--- config.mk ---
export PLATFORM = sky130hd
export DESIGN_NAME = rm_ctrl
export DESIGN_NICKNAME = d
export VERILOG_FILES = /design/src/sv/rm_pkg.sv /design/src/sv/rm_ctrl.sv
export SDC_FILE = /design/constraint.sdc
export NUM_CORES = 1
export LEC_CHECK = 0
export BUFFER_PORTS_ARGS = -buffer_cell sky130_fd_sc_hd__buf_2
export CAP_MARGIN = 10
export CELL_PAD_IN_SITES_DETAIL_PLACEMENT = 0
export CELL_PAD_IN_SITES_GLOBAL_PLACEMENT = 2
export CORE_AREA = 3 3 40 42
export DETAILED_ROUTE_END_ITERATION = 8
export DIE_AREA = 0 0 43 45
export GPL_TIMING_DRIVEN = 0
export HOLD_SLACK_MARGIN = 0.02
export PLACE_DENSITY_LB_ADDON = 0.1
export SYNTH_ARGS = -nofsm -noshare
export SYNTH_HDL_FRONTEND = slang
export SYNTH_SLANG_ARGS = --single-unit
--- constraint.sdc ---
create_clock -name clk -period 1.99 [get_ports clk]
set_input_delay 0.398 -clock clk [delete_from_list [all_inputs] [get_ports clk]]
set_output_delay 0.398 -clock clk [all_outputs]
set_load 0.05 [all_outputs]
--- src/sv/rm_pkg.sv ---
// rm_pkg: shared widths, defaults and the command/status bundles that join
// the running median controller and datapath. No dependencies.
package rm_pkg;

  // Sample and median width, fixed by the stream format
  localparam int DATA_W       = 32;
  // Default number of samples the sorted store holds
  localparam int CAPACITY_DEF = 1024;

  // Controller to datapath commands
  typedef struct packed {
    logic load;     // take the incoming sample, set up the insert position
    logic rd_prev;  // read the entry just below the insert position
    logic shift;    // move the read entry up one place, step position down
    logic ins;      // write the sample at the insert position, bump count
    logic rd_mid;   // read the upper middle entry
    logic rd_lo;    // keep upper middle, read the lower middle entry
    logic out_load; // place the median in the output register
  } rm_cmd_t;

  // Datapath to controller status
  typedef struct packed {
    logic cnt_full; // store holds CAPACITY samples
    logic cnt_zero; // store is empty
    logic pos_one;  // insert position is 1
    logic greater;  // read entry is greater than the sample
    logic out_free; // output register can take a new result
  } rm_sts_t;

endpackage

--- src/sv/rm_ctrl.sv ---
// rm_ctrl: state machine sequencing insertion and median read-out.
// Depends on rm_pkg for the command and status bundles.
module rm_ctrl (
  input  logic            clk,
  input  logic            rst_n,
  input  logic            in_valid,
  input  rm_pkg::rm_sts_t sts,
  output rm_pkg::rm_cmd_t cmd,
  output logic            busy
);

  typedef enum logic [2:0] {
    S_IDLE,
    S_RD,
    S_CMP,
    S_INS,
    S_MRD_HI,
    S_MRD_LO,
    S_MED
  } state_t;

  state_t state_r;
  state_t state_nxt;

  // Next state and commands
  always_comb begin
    state_nxt = state_r;
    cmd       = '0;
    case (state_r)
      S_IDLE: begin
        if (in_valid) begin
          cmd.load = 1'b1;
          if (sts.cnt_full) begin
            state_nxt = S_MRD_HI;
          end else if (sts.cnt_zero) begin
            state_nxt = S_INS;
          end else begin
            state_nxt = S_RD;
          end
        end
      end
      S_RD: begin
        cmd.rd_prev = 1'b1;
        state_nxt   = S_CMP;
      end
      S_CMP: begin
        if (sts.greater) begin
          cmd.shift = 1'b1;
          state_nxt = sts.pos_one ? S_INS : S_RD;
        end else begin
          state_nxt = S_INS;
        end
      end
      S_INS: begin
        cmd.ins   = 1'b1;
        state_nxt = S_MRD_HI;
      end
      S_MRD_HI: begin
        cmd.rd_mid = 1'b1;
        state_nxt  = S_MRD_LO;
      end
      S_MRD_LO: begin
        cmd.rd_lo = 1'b1;
        state_nxt = S_MED;
      end
      S_MED: begin
        if (sts.out_free) begin
          cmd.out_load = 1'b1;
          state_nxt    = S_IDLE;
        end
      end
      default: begin
        state_nxt = S_IDLE;
      end
    endcase
  end

  // State register
  always_ff @(posedge clk) begin
    if (!rst_n) begin
      state_r <= S_IDLE;
    end else begin
      state_r <= state_nxt;
    end
  end

  assign busy = (state_r != S_IDLE);

endmodule

==> flow_summary.json, run 1 <==
{
  "worst-path-buf-inv": 1,
  "synth_compound_area_share_pct": 26.11,
  "fin_crit_sh_pct": 87.17,
  "place_congestion": 0.6552,
  "start_kind": "flip-flop",
  "cts_tree": "yes",
  "rsz0062_at_grt": "false",
  "crit_chain": "or3_1, nor2_2, buf_2",
  "slowest_delay_ns": 0.43,
  "fin_area_sq_um": 401.6,
  "initial_core_util_pct": 19.77,
  "critPathArrivalTime_ns": 1.34,
  "grt_overflow_total": 0,
  "syn_to_final_growth_pct": 58.13,
  "hold_violations": 0,
  "end_kind": "output pin",
  "path_delay_family": "simple AND/OR/NAND/NOR gates",
  "synthAdderAreaFrac_pct": 0,
  "antenna_cells": 0,
  "coreArea_sq_mm": 0.001285,
  "grt_first_pass_wirelength_mm": 1.311,
  "clkSinkCount": 3,
  "cts_setup_buffers": 0,
  "yosys_warnings": 0,
  "grt_pass1_vias": 312,
  "crit_type": "reg2out",
  "cts-root-buf": "clkbuf_4",
  "ys_types": 19,
  "hold_class": "in2reg",
  "avgViaCountPerCell": 4.552,
  "leakage_nw": 0.1892,
  "syn_area_per_cell_sq_um": 7.697,
  "wl_per_cell_um": 10.96,
  "fmax_mhz": 576.5,
  "synth_simple_gate_area_share_pct": 37.44,
  "drive_gt1_share_pct": 55.77,
  "r2r_cells": 4,
  "place_hpwl_um": 608.7,
  "crit_fanout": 3,
  "powerDensity_mw_per_mm2": 880.7,
  "placed_area_sq_um": 375.4,
  "syn-num-nets": 41,
  "ys_seq_area_share_pct": 23.65,
  "via_count": 305,
  "clk_latency_ns": 0.24,
  "drv_slew": 0,
  "nets": 61,
  "worstPathRequired_ns": 1.59,
  "regMostFlops": "state_r",
  "r2r_slack_ns": 0.86,
  "r2r-start": "state_r[2]",
  "synth_top_family_by_area": "simple AND/OR/NAND/NOR gates",
  "htree_levels": 1,
  "fp.dieH_um": 45,
  "status": "complete, no violations",
  "setup_viol_count_final": 0,
  "synthXorXnorAreaFrac_pct": 0,
  "cts_hold_buf": 0,
  "path_clk_slew_ns": 0.04,
  "clockBufferDepth": 2,
  "largest_registers": "state_r (3)",
  "first_iter_violations": 3,
  "syn_inst": 33,
  "maxSlewHeadroom_pct": 83.87,
  "placement.io_buffers": 15,
  "muxShareOfSynthArea_pct": 0,
  "cts-resized-gates": 0,
  "wl_um": 734,
  "whs_path_depth": 3,
  "holdPathEnd": "state_r[1]",
  "largest_reg_flops": 3,
  "grt_max_degree": 11,
  "drv_cap": 0,
  "finalCriticalPeriod_ns": 1.735,
  "synth_area_sq_um": 254.0,
  "ys_ff_latch": 3,
  "num_rows": 13,
  "antenna_left": 0,
  "drcViolationCount": 0,
  "finClkSkew_ns": 0.007673,
  "timing.rr.end": "state_r[1]",
  "crit_slowest_cell": "or3_1",
  "worst_pin_slew_ns": 0.2415,
  "drt_pass1_iterations": 4,
  "setup-tns-final_ns": 0,
  "min-delay-start": "rst_n",
  "ir_worst_vdd_v": 0.0001863,
  "die_x_um": 43,
  "dieArea_sq_mm": 0.001935,
  "io_pins": 16,
  "numCtsBuffers": 3,
  "antenna_found_initial": 0,
  "grtUsageTotal_pct": 9.385
}
power by group:
part           total (mW)  internal (mW)  switching [mW]  leakage [nW]
Combinational       0.172         0.0533           0.119         0.149
Sequential         0.0731         0.0683         0.00480        0.0247
Clock               0.109         0.0753          0.0334        0.0150
Total               0.354          0.197           0.157         0.189
worst reg2reg max path, cell delays in order, from the launching register on:
cell and delay [ns]:
dfxtp_1 0.31, buf_6 0.14, or3b_1 0.37, nand4b_1 0.10, a21oi_1 0.08
cells by family after synthesis:
kind of cell | after synthesis
simple gates | 16
compound gates | 8
buf+inv | 6
flops | 3
cell usage after synthesis:
master	number	area, sq um
a2111oi_2	1	15.01
a21oi_1	2	10.01
a31oi_1	1	6.260
and3b_1	1	8.760
buf_2	2	10.01
buf_6	1	11.26
dfxtp_1	3	60.06
inv_1	3	11.26
nand2_1	3	11.26
nand4b_1	1	8.760
nor2_1	3	11.26
nor3_1	2	10.01
nor3b_1	4	30.03
o21a_1	1	7.510
o21ai_1	1	5.000
o21bai_1	1	7.510
o221ai_2	1	15.01
or3_1	1	6.260
or3b_1	1	8.760
layer usage:
| metal | global-route usage (%) | wire length, um | vias up |
|---|---|---|---|
| li1 | - | - | 156 |
| met1 | 10.53 | 306 | 130 |
| met2 | 15.57 | 335 | 17 |
| met3 | 3.187 | 73 | 2 |
| met4 | 5.422 | 19 | 0 |
| met5 | 0 | 0 | - |
through the flow:
stage	instances	util, %	setup slack, ns	power (mW)	hold WS, ns
after detailed placement	63	29.21	0.5029	0.2494	0.5947
after global placement	63	29.21	0.5048	0.2485	0.5915
after global routing	67	31.26	0.1609	0.3840	0.4391
final	67	31.26	0.2554	0.3537	0.4263
after floorplan	33	-	0.1560	0.2103	0.5188
after CTS	67	31.26	0.2417	0.3612	0.4271
how the worst max path moves through the flow:
stage | endpoint | slack, ns | cells past startpoint | start
finish | cmd[6] | 0.26 | 3 | state_r[2]
detailed placement | cmd[6] | 0.50 | 3 | state_r[2]
global placement | cmd[6] | 0.50 | 3 | state_r[2]
CTS | cmd[6] | 0.24 | 3 | state_r[2]
floorplan | cmd[6] | 0.16 | 2 | state_r[2]
global route | cmd[0] | 0.16 | 3 | state_r[1]
final cells by class:
| type | count | area (sq um) |
|---|---|---|
| Buffer | 3 | 21.27 |
| Clock buffer | 4 | 26.28 |
| Fill cell | 156 | 883.3 |
| Inverter | 3 | 11.26 |
| Multi-Input combinational cell | 24 | 188.9 |
| Sequential cell | 3 | 60.06 |
| Tap cell | 15 | 18.77 |
| Timing Repair Buffer | 15 | 75.07 |
placed cells by master, fill, tap and decap left out, types with 2 or more instances in the layout:
cell type and count:
inv_1 3, dfxtp_1 3, buf_2 17, nor3_2 2
a21oi_1 2, nor3b_2 3, nand2_1 3, nor2_1 2
clkbuf_4 3
(Power assumes the default switching activity.)
==> run 2: changes to the inputs <==
--- a/config.mk
+++ b/config.mk
@@ -5,13 +5,14 @@
 export SDC_FILE = /design/constraint.sdc
 export NUM_CORES = 1
 export LEC_CHECK = 0
+export ABC_AREA = 1
 export BUFFER_PORTS_ARGS = -buffer_cell sky130_fd_sc_hd__buf_2
 export CAP_MARGIN = 10
 export CELL_PAD_IN_SITES_DETAIL_PLACEMENT = 0
 export CELL_PAD_IN_SITES_GLOBAL_PLACEMENT = 2
-export CORE_AREA = 3 3 40 42
+export CORE_MARGIN = 3
+export CORE_UTILIZATION = 19
 export DETAILED_ROUTE_END_ITERATION = 8
-export DIE_AREA = 0 0 43 45
 export GPL_TIMING_DRIVEN = 0
 export HOLD_SLACK_MARGIN = 0.02
 export PLACE_DENSITY_LB_ADDON = 0.1
==> run 2 against run 1 <==
Effect of this change: critical path type unchanged; highest routed layer is now met3; largest power group unchanged; clock skew shrank 0.0034 ns; fmax up 3.5%; cell area is 0.62% higher; synthesized area up 8.9%; via count grew 8.5%; hold slack gained 0.011 ns; final cell count is 19% higher; worst setup slack improved by 0.058 ns; flip-flop and latch count is the same; clock power fell by 4%; register-to-register slack hardly changed.
==> flow_summary.json, run 2 <==
{
  "synth_commonest_cells": "nand2_1 (8), nor2_1 (8), inv_1 (7)",
  "ir_worst_vdd_v": 0.0005124,
  "status": "complete, no violations",
  "cts-resized-gates": 0,
  "cts_hold_buf": 0,
  "utilization_pct": 30.30,
  "r2r_slack_ns": 0.86,
  "layout_setup_ws_ns": 0.3136,
  "synth_edf_count": 0,
  "drv_cap": 0,
  "drive_gt1_share_pct": 49.23,
  "clk_latency_ns": 0.23,
  "setup_viol_count_final": 0,
  "final_common_cell": "buf_2",
  "crit_slowest_cell": "dfxtp_1",
  "avgViaCountPerCell": 4.138,
  "htree_levels": 1,
  "dieArea_sq_mm": 0.001949,
  "wl_um": 716,
  "num_rows": 13,
  "antenna_left": 0,
  "coreArea_sq_mm": 0.001334,
  "hold_ws_ns": 0.4368,
  "place_congestion": 0.6515,
  "yosysTopAreaCell": "dfxtp_1",
  "crit_fanout": 8,
  "dp_cells": 76,
  "antenna_cells": 0,
  "clockBufferDepth": 2,
  "layout_common_cells": "buf_2 (16), nand2_1 (8), inv_1 (7), nor2_1 (7), nand3_1 (4)",
  "end_kind": "output pin",
  "yosys-top-cells-area": "dfxtp_1 (22%), nand2_1 (11%), nor2_1 (11%), inv_1 (9.5%), nand3_1 (7.2%)",
  "ys_seq_area_share_pct": 21.72,
  "nets": 74,
  "grt_max_degree": 9,
  "fmax_mhz": 596.5,
  "path_clk_slew_ns": 0.03,
  "ys_ff_latch": 3,
  "critPathArrivalTime_ns": 1.28,
  "grtUsageTotal_pct": 7.980,
  "fp.dieH_um": 44.15,
  "antenna_found_initial": 0,
  "place_ws_ns": 0.5288,
  "synthArstFlopShare_pct": 0,
  "finClkSkew_ns": 0.004286,
  "crit_type": "reg2out",
  "numCtsBuffers": 3,
  "crit_chain": "inv_2, nor3_2, buf_2",
  "placed_area_sq_um": 377.9,
  "synth_area_sq_um": 276.5,
  "fin_crit_sh_pct": 84.24,
  "via_count": 331,
  "syn_inst": 46,
  "powerDensity_mw_per_mm2": 1256,
  "syn_to_final_growth_pct": 46.15,
  "rsz0062_at_grt": "false",
  "fillerInstances": 160,
  "fin_area_sq_um": 404.1,
  "synth_ff_type": "dfxtp_1",
  "synth_top_area_share_pct": 21.72,
  "drt_pass1_iterations": 3,
  "regMostFlops": "state_r",
  "largest_registers": "state_r (3)",
  "cts_tree": "yes",
  "hold_class": "in2reg",
  "die_x_um": 44.15,
  "leakage_nw": 0.2556,
  "hold_violations": 0,
  "start_kind": "flip-flop",
  "io_pins": 16,
  "drv_slew": 0,
  "wl_per_cell_um": 8.950,
  "setup-tns-final_ns": 0,
  "syn_area_per_cell_sq_um": 6.011,
  "initial_core_util_pct": 20.73,
  "cts-root-buf": "clkbuf_4",
  "slowest_delay_ns": 0.45,
  "syn-num-nets": 54,
  "placement.io_buffers": 15,
  "cts_setup_buffers": 0,
  "place_hpwl_um": 580.6,
  "worstPathRequired_ns": 1.59,
  "grt_first_pass_wirelength_mm": 1.159,
  "maxSlewHeadroom_pct": 80.40,
  "grt_pass1_vias": 282,
  "drcViolationCount": 0,
  "first_iter_violations": 1,
  "finalCriticalPeriod_ns": 1.676,
  "layoutNonFillerInstCount": 80,
  "grt_overflow_total": 0,
  "ys_types": 17,
  "largest_reg_flops": 3,
  "power.total_mw": 0.5076,
  "worst_pin_slew_ns": 0.2937,
  "yosys_warnings": 0,
  "clkSinkCount": 3
}
-- run 2: cell type report --
type | count | area [sq um] | share of cell area, %
Buffer | 1 | 5.005 | 1.238
Clock buffer | 4 | 26.28 | 6.502
Inverter | 10 | 37.54 | 9.288
Multi-Input combinational cell | 32 | 181.4 | 44.89
Sequential cell | 3 | 60.06 | 14.86
Tap cell | 15 | 18.77 | 4.644
Timing Repair Buffer | 15 | 75.07 | 18.58
-- run 2: report_power, final --
group	switching (mW)	total (mW)	internal, mW	leakage (nW)
Combinational	0.225	0.306	0.0812	0.216
Sequential	0.0221	0.0970	0.0749	0.0247
Clock	0.0299	0.105	0.0750	0.0150
-- run 2: worst paths after layout --
kind                            cells after the start  startpoint    endpoint
worst max register to register                      5  state_r[2]  state_r[0]
worst max-delay path                                3  state_r[2]      cmd[2]
worst min register to register                      2  state_r[2]  state_r[2]
worst min-delay path                                3       rst_n  state_r[2]
-- run 2: per-layer routing --
metal	up-vias	part of all wire, %	global-route usage [%]
met5	-	0	0
met4	0	0	3.614
met3	0	9.9	2.439
met2	13	44	10.47
met1	137	46	11.65
li1	181	-	-
-- run 2: cell families (layout without fill, tap and decap cells) --
kind of cell	Yosys count	in the layout	synth area share (%)
flip-flops	3	3	21.72
AO/OA/AOI/OAI	3	3	8.144
buffers and inverters	11	30	15.38
AND/OR/NAND/NOR	29	29	54.76
-- run 2: worst max-delay path: cells and delay by family (launching register included) --
family / cells / cell delay [ns]
buffers and inverters: 2 / 0.43
DFF: 1 / 0.45
and+or+nand+nor: 1 / 0.16
==> run 3: changes to the inputs <==
--- a/config.mk
+++ b/config.mk
@@ -11,7 +11,7 @@
 export CELL_PAD_IN_SITES_DETAIL_PLACEMENT = 0
 export CELL_PAD_IN_SITES_GLOBAL_PLACEMENT = 2
 export CORE_MARGIN = 3
-export CORE_UTILIZATION = 19
+export CORE_UTILIZATION = 18
 export DETAILED_ROUTE_END_ITERATION = 8
 export GPL_TIMING_DRIVEN = 0
 export HOLD_SLACK_MARGIN = 0.02
==> constraint.sdc (replaced) <==
create_clock -name clk -period 1.6 [get_ports clk]
set_input_delay 0.32 -clock clk [delete_from_list [all_inputs] [get_ports clk]]
set_output_delay 0.32 -clock clk [all_outputs]
set_load 0.05 [all_outputs]
==> run 3 against run 2 <==
Effect of this change: first-iteration DRC count rose to 4.0 times the previous value; die area up 4.8%; highest routed layer unchanged; register-to-register slack worse by 0.36 ns; largest cell class unchanged.
==> flow_summary.json, run 3 (synthesis results as in run 2) <==
{
  "status": "complete, no violations",
  "cpMostUsedCell": "nor2_2",
  "whs_path_depth": 3,
  "fp.dieH_um": 45.20,
  "cts_hold_buf": 0,
  "fin_crit_sh_pct": 95.38,
  "r2r_cells": 6,
  "dieArea_sq_mm": 0.002043,
  "endpoint": "cmd[6]",
  "avgViaCountPerCell": 4.213,
  "clockBufferDepth": 2,
  "via_count": 337,
  "start_kind": "flip-flop",
  "maxSlewHeadroom_pct": 83.54,
  "met2_length_um": 313,
  "drt_pass1_iterations": 4,
  "end_kind": "output pin",
  "fmax_mhz": 655.2,
  "regArea_sq_um": 62.56,
  "setup_viol_count_final": 0,
  "place_congestion": 0.6837,
  "nets": 74,
  "dp_cells": 76,
  "regMostFlops": "state_r",
  "top_layer_used": "met3",
  "worstPathRequired_ns": 1.28,
  "finalCriticalPeriod_ns": 1.526,
  "hold_violations": 0,
  "antenna_cells": 0,
  "grt_first_pass_wirelength_mm": 1.110,
  "cts_tree": "yes",
  "dr_wl_met3_um": 68,
  "htree_levels": 1,
  "grtUsageTotal_pct": 7.461,
  "cts-root-buf": "clkbuf_4",
  "hold_class": "in2reg",
  "final_common_cell": "buf_2",
  "hold_ws_ns": 0.3541,
  "clkSinkCount": 3,
  "worst_pin_slew_ns": 0.2450,
  "place_hpwl_um": 596.6,
  "placement.io_buffers": 15,
  "layout_common_cells": "buf_2 (12), nand2_1 (8), inv_1 (7), nor2_1 (7), clkbuf_4 (6)",
  "timing.rr.end": "state_r[0]",
  "cts_setup_buffers": 0,
  "first_iter_violations": 4,
  "num_rows": 13,
  "fillerInstances": 173,
  "layoutNonFillerInstCount": 80,
  "crit_slowest_cell": "dfxtp_1",
  "drv_slew": 0,
  "r2r_slack_ns": 0.50,
  "grt_max_degree": 9,
  "drcViolationCount": 0,
  "grt_pass1_vias": 277,
  "die_x_um": 45.20,
  "drive_gt1_share_pct": 52.31,
  "wl_um": 711,
  "wl_met1_um": 329,
  "antenna_found_initial": 0,
  "largest_reg_flops": 3,
  "drv_cap": 0,
  "setup-tns-final_ns": 0,
  "grt_overflow_total": 0,
  "finClkSkew_ns": 0.002254,
  "crit_fanout": 8,
  "critPathArrivalTime_ns": 1.21,
  "coreArea_sq_mm": 0.001366,
  "placed_area_sq_um": 377.9,
  "r2r-start": "state_r[1]",
  "clk_latency_ns": 0.23,
  "path_clk_slew_ns": 0.04,
  "critPathLaunch": "state_r[1]",
  "fin_area_sq_um": 420.4,
  "largest_registers": "state_r (3)",
  "wl_per_cell_um": 8.888,
  "antenna_left": 0,
  "ir_worst_vdd_v": 0.0003738,
  "slowest_delay_ns": 0.28,
  "syn_to_final_growth_pct": 52.04,
  "powerDensity_mw_per_mm2": 1547,
  "numCtsBuffers": 3,
  "crit_type": "reg2out",
  "crit_chain": "buf_2, nor2_2, nand2_1, nor2_2, buf_6",
  "leakage_nw": 0.2561,
  "multi_input_area_sq_um": 181.4,
  "initial_core_util_pct": 20.24,
  "power.total_mw": 0.6505,
  "io_pins": 16
}
## run 3: area by class of cell
class | count | area share, %
buffer | 1 | 1.190
clock buffer | 4 | 6.250
inverter | 10 | 8.929
multi-input combinational | 32 | 43.15
sequential | 3 | 14.88
tap | 15 | 4.464
timing repair buffer | 15 | 21.13
## run 3: repair_timing
| item | CTS | global route |
|---|---|---|
| resized for setup | 1 | 6 |
| hold endpoints to repair | 0 | 0 |
| endpoints found under the setup margin | 1 | 7 |
## run 3: critical path, delay by kind of cell, from the launching register on
family / cells / cell delay (ns)
simple gates: 3 / 0.37
buf+inv: 2 / 0.32
flops: 1 / 0.28
## run 3: stage by stage
stage,utilization (%),setup slack [ns]
floorplan,-,-0.1666
global placement,27.66,0.2142
detailed placement,27.66,0.2444
CTS,29.76,0.01671
global route,30.77,-0.01201
finish,30.77,0.07384
## run 3: where the power goes
group / switching [mW] / leakage, nW / internal [mW]
registers: 0.0264 / 0.0254 / 0.0961
clock network: 0.0377 / 0.0150 / 0.0934
logic: 0.283 / 0.216 / 0.114
## run 3: worst min-delay path by stage
stage	from	endpoint	slack, ns
after floorplan	rst_n	state_r[2]	0.49
after global placement	rst_n	state_r[2]	0.59
after detailed placement	rst_n	state_r[2]	0.59
after CTS	rst_n	state_r[2]	0.35
after global routing	rst_n	state_r[2]	0.37
final	rst_n	state_r[2]	0.35
## run 3: layer usage
metal	vias up	GRT usage [%]
li1	182	-
met1	141	9.953
met2	14	10.73
met3	0	2.390
met4	0	3.509
met5	-	0
